`src/rtl/assert_macros.svh`:
```
// Assertion macros shared by the spline interpolator modules.
// Needs a clock named clk_i and an active-low reset named rst_ni in scope.
`ifndef ASSERT_MACROS_SVH
`define ASSERT_MACROS_SVH

// check a property while out of reset
`define CSI_ASSERT(lbl, prop, msg) \
  lbl: assert property (@(posedge clk_i) disable iff (!rst_ni) prop) else $error(msg);

// check a property on every edge, reset included
`define CSI_ASSERT_ALWAYS(lbl, prop, msg) \
  lbl: assert property (@(posedge clk_i) prop) else $error(msg);

`endif

```
`src/rtl/csi_pkg.sv`:
```
// Types, constants and codes of the cardinal spline interpolator.
// No dependencies; used by every module of the block.
package csi_pkg;

  localparam int MaxPoints = 256;
  localparam int AddrW     = $clog2(MaxPoints);
  localparam int CountW    = AddrW + 1;
  localparam int CoordW    = 32;
  localparam int TW        = 17;
  localparam int TOne      = 65536;
  localparam int TensW     = 19;
  localparam int KW        = 20;
  localparam int TanW      = 36;
  localparam int WgtW      = 26;
  localparam int AccW      = 64;
  localparam int NLanes    = 3;
  localparam int PointW    = NLanes * CoordW;

  typedef logic signed [CoordW-1:0] coord_t;
  typedef logic signed [AccW-1:0]   acc_t;
  typedef logic signed [WgtW-1:0]   wgt_t;
  typedef logic signed [KW-1:0]     kfac_t;

  typedef enum logic [2:0] {
    OP_ADD    = 3'd0,
    OP_UPDATE = 3'd1,
    OP_CLEAR  = 3'd2,
    OP_READ   = 3'd3,
    OP_SEG    = 3'd4,
    OP_CURVE  = 3'd5,
    OP_SPARE6 = 3'd6,
    OP_SPARE7 = 3'd7
  } op_e;

  typedef enum logic [1:0] {
    ST_OK    = 2'd0,
    ST_FULL  = 2'd1,
    ST_RANGE = 2'd2,
    ST_EMPTY = 2'd3
  } st_e;

  localparam logic [2:0] SLOT_P0  = 3'd0;
  localparam logic [2:0] SLOT_PN1 = 3'd1;
  localparam logic [2:0] SLOT_P1  = 3'd2;
  localparam logic [2:0] SLOT_PN2 = 3'd3;
  localparam logic [2:0] SLOT_PM1 = 3'd4;
  localparam logic [2:0] SLOT_PA  = 3'd5;
  localparam logic [2:0] SLOT_PB  = 3'd6;
  localparam logic [2:0] SLOT_PC  = 3'd7;

  typedef enum logic [2:0] {
    LOP_NOP  = 3'd0,
    LOP_TAN1 = 3'd1,
    LOP_TAN2 = 3'd2,
    LOP_M00  = 3'd3,
    LOP_M01  = 3'd4,
    LOP_M10  = 3'd5,
    LOP_M11  = 3'd6
  } lane_op_e;

  typedef enum logic [1:0] {
    EK_ZERO  = 2'd0,
    EK_RAW   = 2'd1,
    EK_CURVE = 2'd2
  } emit_kind_e;

  typedef struct packed {
    wgt_t h00;
    wgt_t h01;
    wgt_t h10;
    wgt_t h11;
  } wgts_t;

  typedef struct packed {
    logic       cap_en;
    logic [2:0] slot;
    lane_op_e   op;
    logic       closed;
    logic       idx_zero;
    logic       seg_last;
  } lane_ctrl_t;

  typedef struct packed {
    logic              valid;
    emit_kind_e        kind;
    st_e               status;
    logic [CountW-1:0] count;
  } emit_t;

  typedef struct packed {
    logic [2:0]        opcode;
    logic [AddrW-1:0]  point_index;
    logic [TW-1:0]     param_t;
    coord_t            coord_x;
    coord_t            coord_y;
    coord_t            coord_z;
  } req_t;

  typedef struct packed {
    coord_t            result_x;
    coord_t            result_y;
    coord_t            result_z;
    logic [1:0]        status;
    logic [CountW-1:0] point_count;
  } res_t;

endpackage

```
`src/rtl/csi_merge.sv`:
```
// Merge stage: combines the lane flags and registers one result: the three lane sums,
// rounded and saturated, the raw fetched point, or zeros. Depends on csi_pkg.
module csi_merge (
  input  logic                        clk_i,
  input  logic                        rst_ni,
  input  csi_pkg::emit_t              emit_i,
  input  logic [csi_pkg::PointW-1:0]  raw_i,
  input  csi_pkg::acc_t               acc_i [csi_pkg::NLanes],
  input  logic [csi_pkg::NLanes-1:0]  eq_i,
  output logic                        closed_o,
  output csi_pkg::res_t               res_o,
  output logic                        strobe_o
);
  import csi_pkg::*;

  res_t   res_q, res_d;
  logic   strobe_q;
  coord_t lane_v [NLanes];
  acc_t   rnd [NLanes];

  assign closed_o = &eq_i;

  always_comb begin
    for (int g = 0; g < NLanes; g++) begin
      rnd[g] = (acc_i[g] + 64'sd8388608) >>> 24;
      unique case (emit_i.kind)
        EK_RAW:   lane_v[g] = raw_i[(NLanes-1-g)*CoordW +: CoordW];
        EK_CURVE: begin
          if (rnd[g] > 64'sd2147483647) begin
            lane_v[g] = 32'sh7fffffff;
          end else if (rnd[g] < -64'sd2147483648) begin
            lane_v[g] = 32'sh80000000;
          end else begin
            lane_v[g] = CoordW'(rnd[g]);
          end
        end
        default:  lane_v[g] = '0;
      endcase
    end
    res_d.result_x    = lane_v[0];
    res_d.result_y    = lane_v[1];
    res_d.result_z    = lane_v[2];
    res_d.status      = emit_i.status;
    res_d.point_count = emit_i.count;
  end

  always_ff @(posedge clk_i) begin
    if (emit_i.valid) begin
      res_q <= res_d;
    end
  end

  always_ff @(posedge clk_i or negedge rst_ni) begin
    if (!rst_ni) begin
      strobe_q <= 1'b0;
    end else begin
      strobe_q <= emit_i.valid;
    end
  end

  assign res_o    = res_q;
  assign strobe_o = strobe_q;

endmodule
```
`config.mk`:
```
export PLATFORM = sky130hd
export DESIGN_NAME = csi_merge
export DESIGN_NICKNAME = d
export VERILOG_FILES = /design/src/rtl/assert_macros.svh /design/src/rtl/csi_pkg.sv /design/src/rtl/csi_merge.sv
export SDC_FILE = /design/constraint.sdc
export NUM_CORES = 1
export LEC_CHECK = 0
export BUFFER_PORTS_ARGS = -buffer_cell sky130_fd_sc_hd__buf_2
export CAP_MARGIN = 20
export CORE_AREA = 3 3 160 162
export CTS_CLUSTER_DIAMETER = 120
export DETAILED_ROUTE_END_ITERATION = 10
export DIE_AREA = 0 0 163 165
export PLACE_DENSITY = 0.66
export SLEW_MARGIN = 20
export SYNTH_ARGS = -nofsm -noshare
export SYNTH_HDL_FRONTEND = slang
export SYNTH_SLANG_ARGS = --single-unit
```
`constraint.sdc`:
```
create_clock -name clk_i -period 1.2 [get_ports clk_i]
set_clock_uncertainty 0.2 [all_clocks]
set_input_delay 0.12 -clock clk_i [delete_from_list [all_inputs] [get_ports clk_i]]
set_output_delay 0.12 -clock clk_i [all_outputs]
set_load 0.005 [all_outputs]
```
== After elaboration in Yosys (flattened, before gate mapping) ==
Cells that the tools add are included.
Storage, ports and cells
  register bits: 108
  input bits: 307
  output and inout port bits: 109
  logic and storage cells: 27
Cells by class
  add/sub/neg operators: 3
  order comparisons: 6
  equal/unequal tests: 2
  multiplexer cells: 9
  reductions and logical operators: 1
Operators by type and width (count)
  $add A64 B25 Y64 const B: 3
  $mux W32: 6
  $pmux W32 S2: 3
  $gt A40 B32 Y1 const B: 3
  $lt A40 B32 Y1 const B: 3
  $reduce_and A3 Y1: 1
  $eq A2 B1 Y1 const B: 1
  $eq A2 B2 Y1 const B: 1

== Longest topological paths before layout ==
Gate-level depths: netlist of run 1.
  depth after elaboration: 5
  depth in mapped cells: 10

== Worst setup path after synthesis of run 1 ==
No wires, ideal clock.
  path type: input -> register
  start point: input port acc_i[162] (netlist name)
  end point: register res_q, in the netlist res_o[102] (data pin)
  setup time: 0.258 ns
  data arrival time: 2.211 ns
  data required time: 0.742 ns
  setup slack: -1.469 ns
  stages on the path: 9
  buffers on the path: 2
  cells stage by stage: nand4_2 > or4_1 > buf_2 > nor4_1 > mux2i_1 > clkbuf_1 > nand2_1 > o21ai_0 > nand2_1
RTL lines
  from (decl): RTL line csi_merge.sv:8  | input csi_pkg::acc_t acc_i [csi_pkg::NLanes],
  to (signal assigned): RTL line csi_merge.sv:49  | res_q <= res_d;
  to (decl): RTL line csi_merge.sv:16  | res_t res_q, res_d;

==> flow_metrics.env, run 1 <==
export IMPL_critical_path_max_fanout=6
export IMPL_nNetsFinal=1965
export IMPL_netlist_top_cells_area="edfxtp_1 39%, nand2_1 8.5%, xor2_1 5.5%, o211ai_1 5.4%, xnor2_1 5.0%"
export IMPL_crit_type="input port to flop"
export IMPL_peakVddDrop_mv=0.690
export IMPL_fin_crit_ps=2400
export IMPL_ant_nets=0
export IMPL_endpoint_kind="flop"
export IMPL_initialDrtViolationCount=804
export IMPL_cts_buffers_inserted=9
export IMPL_clock_sinks=108
export IMPL_dieArea_um2=26900
export IMPL_violations="negative setup slack"
export IMPL_power_leakage_nw=6.43
export IMPL_cts_tree="done"
export IMPL_rsz0062_at_grt="true"
export IMPL_grt_pass1_vias=10663
export IMPL_period_share_pct=200
export IMPL_synth_edff_count=107
export IMPL_power_mw=11.2
export IMPL_synth_cell_types=66
export IMPL_wl_mm=37.9
export IMPL_start_util_pct=33.7
export IMPL_start_kind="input port"
export IMPL_yosysMostFrequentCell="nand2_1"
export IMPL_die_w_um=163
export IMPL_dp_cells=1798
export IMPL_overflow=0
export IMPL_grt_max_degree=47
export IMPL_hold_start="raw_i[72]"
export IMPL_dr_total_vias=10599
export IMPL_grt_pass1_wl_mm=56.0
export IMPL_synth_cells=928
export IMPL_hold_path_end="res_o[83]"
export IMPL_cp_cell_sequence="buf_8 -> nand4_1 -> buf_4 -> or4_4 -> nor4_4 -> buf_4 -> mux2_4 -> o21ai_4 -> o21ai_4 -> buf_6 -> buf_12 -> o211ai_1"
export IMPL_holdPathStages=5
export IMPL_yosysWarnings=0
export IMPL_port_buffers=346
export IMPL_outcome="complete, but fails checks"
export IMPL_syn2layout_area_growth_pct=86.8
export IMPL_synth_common_cells="185 x nand2_1, 107 x edfxtp_1, 59 x o211ai_1, 55 x nand3_1, 54 x nor2_1"
export IMPL_core_area_um2=24200
export IMPL_fillers=1910
export IMPL_htreeDepth=3
export IMPL_cp_slowest_stage_delay_ps=560
export IMPL_viasPerCell=5.34
export IMPL_drtPass1Iterations=6
export IMPL_postSynth_asyncResetShare_pct=0.926
export IMPL_fin_ws_ps=-1200
export IMPL_worstPathArrival_ps=2280
export IMPL_synth_ff_type="edfxtp_1"
export IMPL_tightest_slew_ps=483
export IMPL_syn_num_nets=1240
export IMPL_hp_class="input port to flop"
export IMPL_ys_ff_latch=108
export IMPL_wl_met1_mm=14.2
export IMPL_netlist_area_um2=8160
export IMPL_required_ps=1090
export IMPL_layout_drive_gt1_share_pct=49.1
export IMPL_route_met3_wl_mm=2.64
export IMPL_met2_length_mm=19.6
export IMPL_io_pins=416
export IMPL_drv_slew=0
export IMPL_finish_instance_area_um2=15200
export IMPL_synth_area_leader_cell="edfxtp_1"
export IMPL_detail_route_wl_per_cell_um=19.1
export IMPL_fin_cells=1983
export IMPL_path_clk_slew_ps=80
export IMPL_clock_root_buffer="clkbuf_16"
export IMPL_yosysSeqAreaShare_pct=39.7
export IMPL_antenna_found_initial=2
export IMPL_synth_area_per_cell_um2=8.79
export IMPL_cap_violations=0
export IMPL_row_count=57
export IMPL_post_route_drc_count=0
export IMPL_p_per_area_nw_per_um2=732
export IMPL_placed_area_um2=12400
export IMPL_dp_hpwl_mm=25.7
export IMPL_fin_hold_ws_ps=9.00
export IMPL_hold_viol=0
export IMPL_tns_ps=-102480
export IMPL_setup_violations=121
export IMPL_slew_headroom_pct=67.5
export IMPL_gp_congestion=0.950
export IMPL_die_y_um=165
export IMPL_fmax_mhz=417
export IMPL_top_layer_used="met5"
export IMPL_synth_top_area_share_pct=39.4
export IMPL_cp_slowest_cell="or4_4"
export IMPL_cts_buffer_depth=2
export IMPL_grt_usage_pct=26.4
worst max-delay path by stage:
stage / start / to / slack [ps]
final: acc_i[27] / res_o[29] / -1200
after global placement: acc_i[169] / res_o[103] / -1580
after detailed placement: acc_i[169] / res_o[84] / -1590
after global routing: acc_i[27] / res_o[27] / -1210
after CTS: acc_i[40] / res_o[29] / -1080
after floorplan: acc_i[169] / res_o[101] / -1260
cell usage in the layout (no fill, tap or decap), types with 4 or more instances in the layout:
master         instances
a21oi_1                4
a21oi_2               12
a31oi_1                8
and2_1                 7
and3_1                13
and4_1                11
buf_12                21
buf_16                 7
buf_2                311
buf_4                257
buf_6                 52
buf_8                 10
clkbuf_16             10
dlygate4sd3_1        107
edfxtp_1             107
ha_1                   5
inv_1                 10
nand2_1              167
nand2_2                9
nand2_4                8
nand3_1               50
nand3_2                4
nand4_1               34
nor2_1                52
nor3_1                39
nor3_2                 9
nor4_1                 6
nor4_4                 9
o211ai_1              59
o211ai_2               9
o21ai_0               12
o21ai_1               23
o21ai_2               15
o21bai_1               4
or2_2                  4
or3_1                  4
or4_4                  7
xnor2_1               45
xor2_1                50
critical path, delay by kind of cell:
| kind | cells | cell delay (ps) |
|---|---|---|
| and+or+nand+nor | 3 | 890 |
| muxes | 1 | 180 |
| buffers and inverters | 5 | 720 |
| AOI/OAI and AO/OA | 3 | 350 |
flip-flops by register name, indices dropped and copies added (netlist names):
name / cells
res_o: 107
strobe_o: 1
power breakdown:
part           switching (mW)  internal (mW)  total, mW  leakage (nW)
combinational            1.61           1.82       3.43          5.25
clock                    1.62           1.47       3.10         0.141
sequential              0.104           4.54       4.64          1.04
total                    3.33           7.83       11.2          6.43
through the flow:
step / util, % / worst slack [ps]
after floorplan: - / -1260
after global placement: 51.0 / -1580
after detailed placement: 51.0 / -1590
after CTS: 61.8 / -1080
after global routing: 62.9 / -1210
final: 62.9 / -1200
final cells by class:
class                   instances  area (µm²)  area share [%]
multi-input cells             758        5350            35.1
inverters                      10        37.5           0.246
flip-flops and latches        108        3240            21.2
repair buffers                766        5930            38.9
diodes                          1        2.50          0.0164
well taps                     324         405            2.66
clock inverters                 7        65.1           0.427
clock buffers                   9         225            1.48
per-layer routing:
layer | global-route usage [%] | vias up
met5 | 0 | -
met1 | 30.1 | 5010
met4 | 11.5 | 2
li1 | - | 4908
met2 | 49.1 | 557
met3 | 3.71 | 122
cells by family (layout without fill, tap and decap cells):
family,Yosys count,in the layout,share of synthesized area [%]
AOI/OAI and AO/OA,178,178,15.3
xor gates and xnor gates,98,98,10.5
adders and majority gates,5,5,0.767
buffers and inverters,63,792,3.77
DFF,108,108,39.7
muxes,7,7,0.920
other,0,1,0
and+or+nand+nor,469,470,29.1
repair_timing:
action                                  4_1_cts  5_1_grt
hold buffers                                107        0
hold endpoints to repair                    104        0
buffers inserted                             40       19
endpoints found under the setup margin      161      192
pin swaps                                    43       49
gates cloned                                 14        1
resized for setup                           166       83
Note: power is estimated with default switching activity, not from simulation.
==> run 2: changes to the inputs <==
- CORE_AREA: 3 3 160 162 -> 3 3 162 164
- DIE_AREA: 0 0 163 165 -> 0 0 165 167
- PLACE_DENSITY: 0.66 -> 0.64
- clock period: 1.2 -> 2.35 ns (I/O delays scaled with it)
==> run 2 against run 1 <==
Net effect: the flow still finishes with violations (negative setup slack); utilization is 7.8 points lower; sequential share of layout area is 2.3 points higher; global-route usage is 3.2 points lower; critical path depth is 1 lower; setup slack better by 1100 ps; first-iteration DRC count is 9.2% higher; critical path type unchanged; largest power group unchanged; highest routed layer is now met4.
==> flow_metrics.env, run 2 (same netlist as run 1, synthesis figures left out) <==
export IMPL_dp_cells=1768
export IMPL_fin_ws_ps=-123
export IMPL_tns_ps=-2950
export IMPL_dp_hpwl_mm=25.2
export IMPL_critical_path_max_fanout=7
export IMPL_largest_register_ffs=107
export IMPL_htreeDepth=3
export IMPL_die_w_um=165
export IMPL_worstPathArrival_ps=2380
export IMPL_antenna_found_initial=3
export IMPL_overflow=0
export IMPL_viasPerCell=5.22
export IMPL_rsz0062_at_grt="true"
export IMPL_cts_buffers_inserted=9
export IMPL_path_clk_slew_ps=80
export IMPL_hp_class="input port to flop"
export IMPL_cpMostUsedCell="buf_12"
export IMPL_most_common_layout_cells="323 x buf_2, 211 x buf_4, 171 x nand2_1"
export IMPL_cts_tree="done"
export IMPL_cp_cell_sequence="buf_6 -> nand4_1 -> or4_4 -> buf_12 -> buf_12 -> nor4_4 -> mux2i_4 -> buf_12 -> o21a_1 -> a211o_4 -> o211ai_1"
export IMPL_setup_violations=52
export IMPL_cp_slowest_stage_delay_ps=550
export IMPL_clock_sinks=108
export IMPL_holdPathStages=3
export IMPL_fmax_mhz=404
export IMPL_cap_violations=0
export IMPL_nNetsFinal=1851
export IMPL_dr_total_vias=9795
export IMPL_seq_area_um2=3240
export IMPL_die_y_um=167
export IMPL_multi_input_area_um2=5050
export IMPL_port_buffers=346
export IMPL_power_leakage_nw=5.74
export IMPL_row_count=58
export IMPL_fin_crit_ps=2470
export IMPL_grt_max_degree=54
export IMPL_grt_usage_pct=23.2
export IMPL_violations="negative setup slack"
export IMPL_start_util_pct=32.6
export IMPL_grt_pass1_vias=9409
export IMPL_syn2layout_area_growth_pct=68.8
export IMPL_hold_path_end="res_o[14]"
export IMPL_slew_headroom_pct=67.1
export IMPL_hold_viol=0
export IMPL_crit_family="simple AND/OR/NAND/NOR gates"
export IMPL_cp_slowest_cell="or4_4"
export IMPL_crit_type="input port to flop"
export IMPL_outcome="complete, but fails checks"
export IMPL_start_kind="input port"
export IMPL_required_ps=2250
export IMPL_wl_mm=34.3
export IMPL_endpoint_kind="flop"
export IMPL_fin_cells=1877
export IMPL_crit_buf_inv=4
export IMPL_io_pins=416
export IMPL_cts_buffer_depth=2
export IMPL_post_route_drc_count=0
export IMPL_hold_start="raw_i[3]"
export IMPL_fin_hold_ws_ps=11.7
export IMPL_fillers=2210
export IMPL_gp_congestion=0.942
export IMPL_peakVddDrop_mv=0.350
export IMPL_final_common_cell="buf_2"
export IMPL_detail_route_wl_per_cell_um=18.3
export IMPL_core_area_um2=25000
export IMPL_tightest_slew_ps=494
export IMPL_power_mw=5.63
export IMPL_layout_drive_gt1_share_pct=45.2
export IMPL_period_share_pct=105
export IMPL_initialDrtViolationCount=878
export IMPL_grt_pass1_wl_mm=50.7
export IMPL_ant_nets=0
export IMPL_p_per_area_nw_per_um2=408
export IMPL_drtPass1Iterations=5
export IMPL_drv_slew=0
export IMPL_clock_root_buffer="clkbuf_16"
export IMPL_dieArea_um2=27600
[run 2: cell count changes in the layout (fill, tap and decap cells not counted), moves of 4 or more]
cell,before,now
a21oi_2,12,0
clkbuf_16,10,15
nor3_2,9,1
buf_16,7,0
o21ai_0,12,23
o21ai_2,15,8
buf_8,10,2
nor3_1,39,48
buf_6,52,27
buf_4,257,211
buf_2,311,323
a21oi_1,4,16
dlygate4sd3_1,107,65
nand2_1,167,171
[run 2: layout make-up]
| type | count | area share (%) |
|---|---|---|
| Clock buffer | 10 | 1.66 |
| Multi-Input combinational cell | 757 | 36.6 |
| Antenna cell | 3 | 0.0545 |
| Clock inverter | 6 | 0.681 |
| Timing Repair Buffer | 653 | 34.2 |
| Tap cell | 330 | 3.00 |
| Inverter | 10 | 0.272 |
| Sequential cell | 108 | 23.5 |
[run 2: metal layers]
layer / part of all wire, % / up-vias / GRT usage [%]
li1: - / 4683 / -
met1: 40 / 4600 / 28.8
met2: 50 / 462 / 40.3
met3: 7.3 / 50 / 3.78
met4: 3.2 / 0 / 8.46
met5: 0 / - / 0
[run 2: where the power goes]
group          switching (mW)  internal, mW
clock                   0.779         0.950
combinational           0.744         0.779
sequential             0.0597          2.32
total                    1.58          4.05
[run 2: worst min-delay path, stage by stage]
cell      delay, ps
buf_2            80
nand2_1          50
o211ai_1         80
[run 2: per-stage QoR]
stage | setup slack (ps) | util (%) | area (µm²)
after floorplan | -223 | - | 8350
after global placement | -522 | 48.0 | 12000
final | -123 | 55.0 | 13800
after CTS | -50.2 | 53.3 | 13300
after global routing | -221 | 55.0 | 13800
after detailed placement | -511 | 48.0 | 12000
[run 2: repair_timing]
action	in CTS	in global routing
hold endpoints to repair	64	0
gates resized for setup	50	69
cloned	2	9
endpoints found under the setup margin	65	94
setup buffers	11	5
pin swaps	11	28
hold buffers	65	0
[run 2: worst max path at each step]
stage / from / to / cells past startpoint
6_report: acc_i[168] / res_o[103] / 11
5_1_grt: acc_i[168] / res_o[101] / 11
4_1_cts: acc_i[168] / res_o[83] / 10
3_5_place_dp: acc_i[169] / res_o[103] / 9
3_3_place_gp: acc_i[167] / res_o[101] / 9
2_1_floorplan: acc_i[169] / res_o[101] / 8
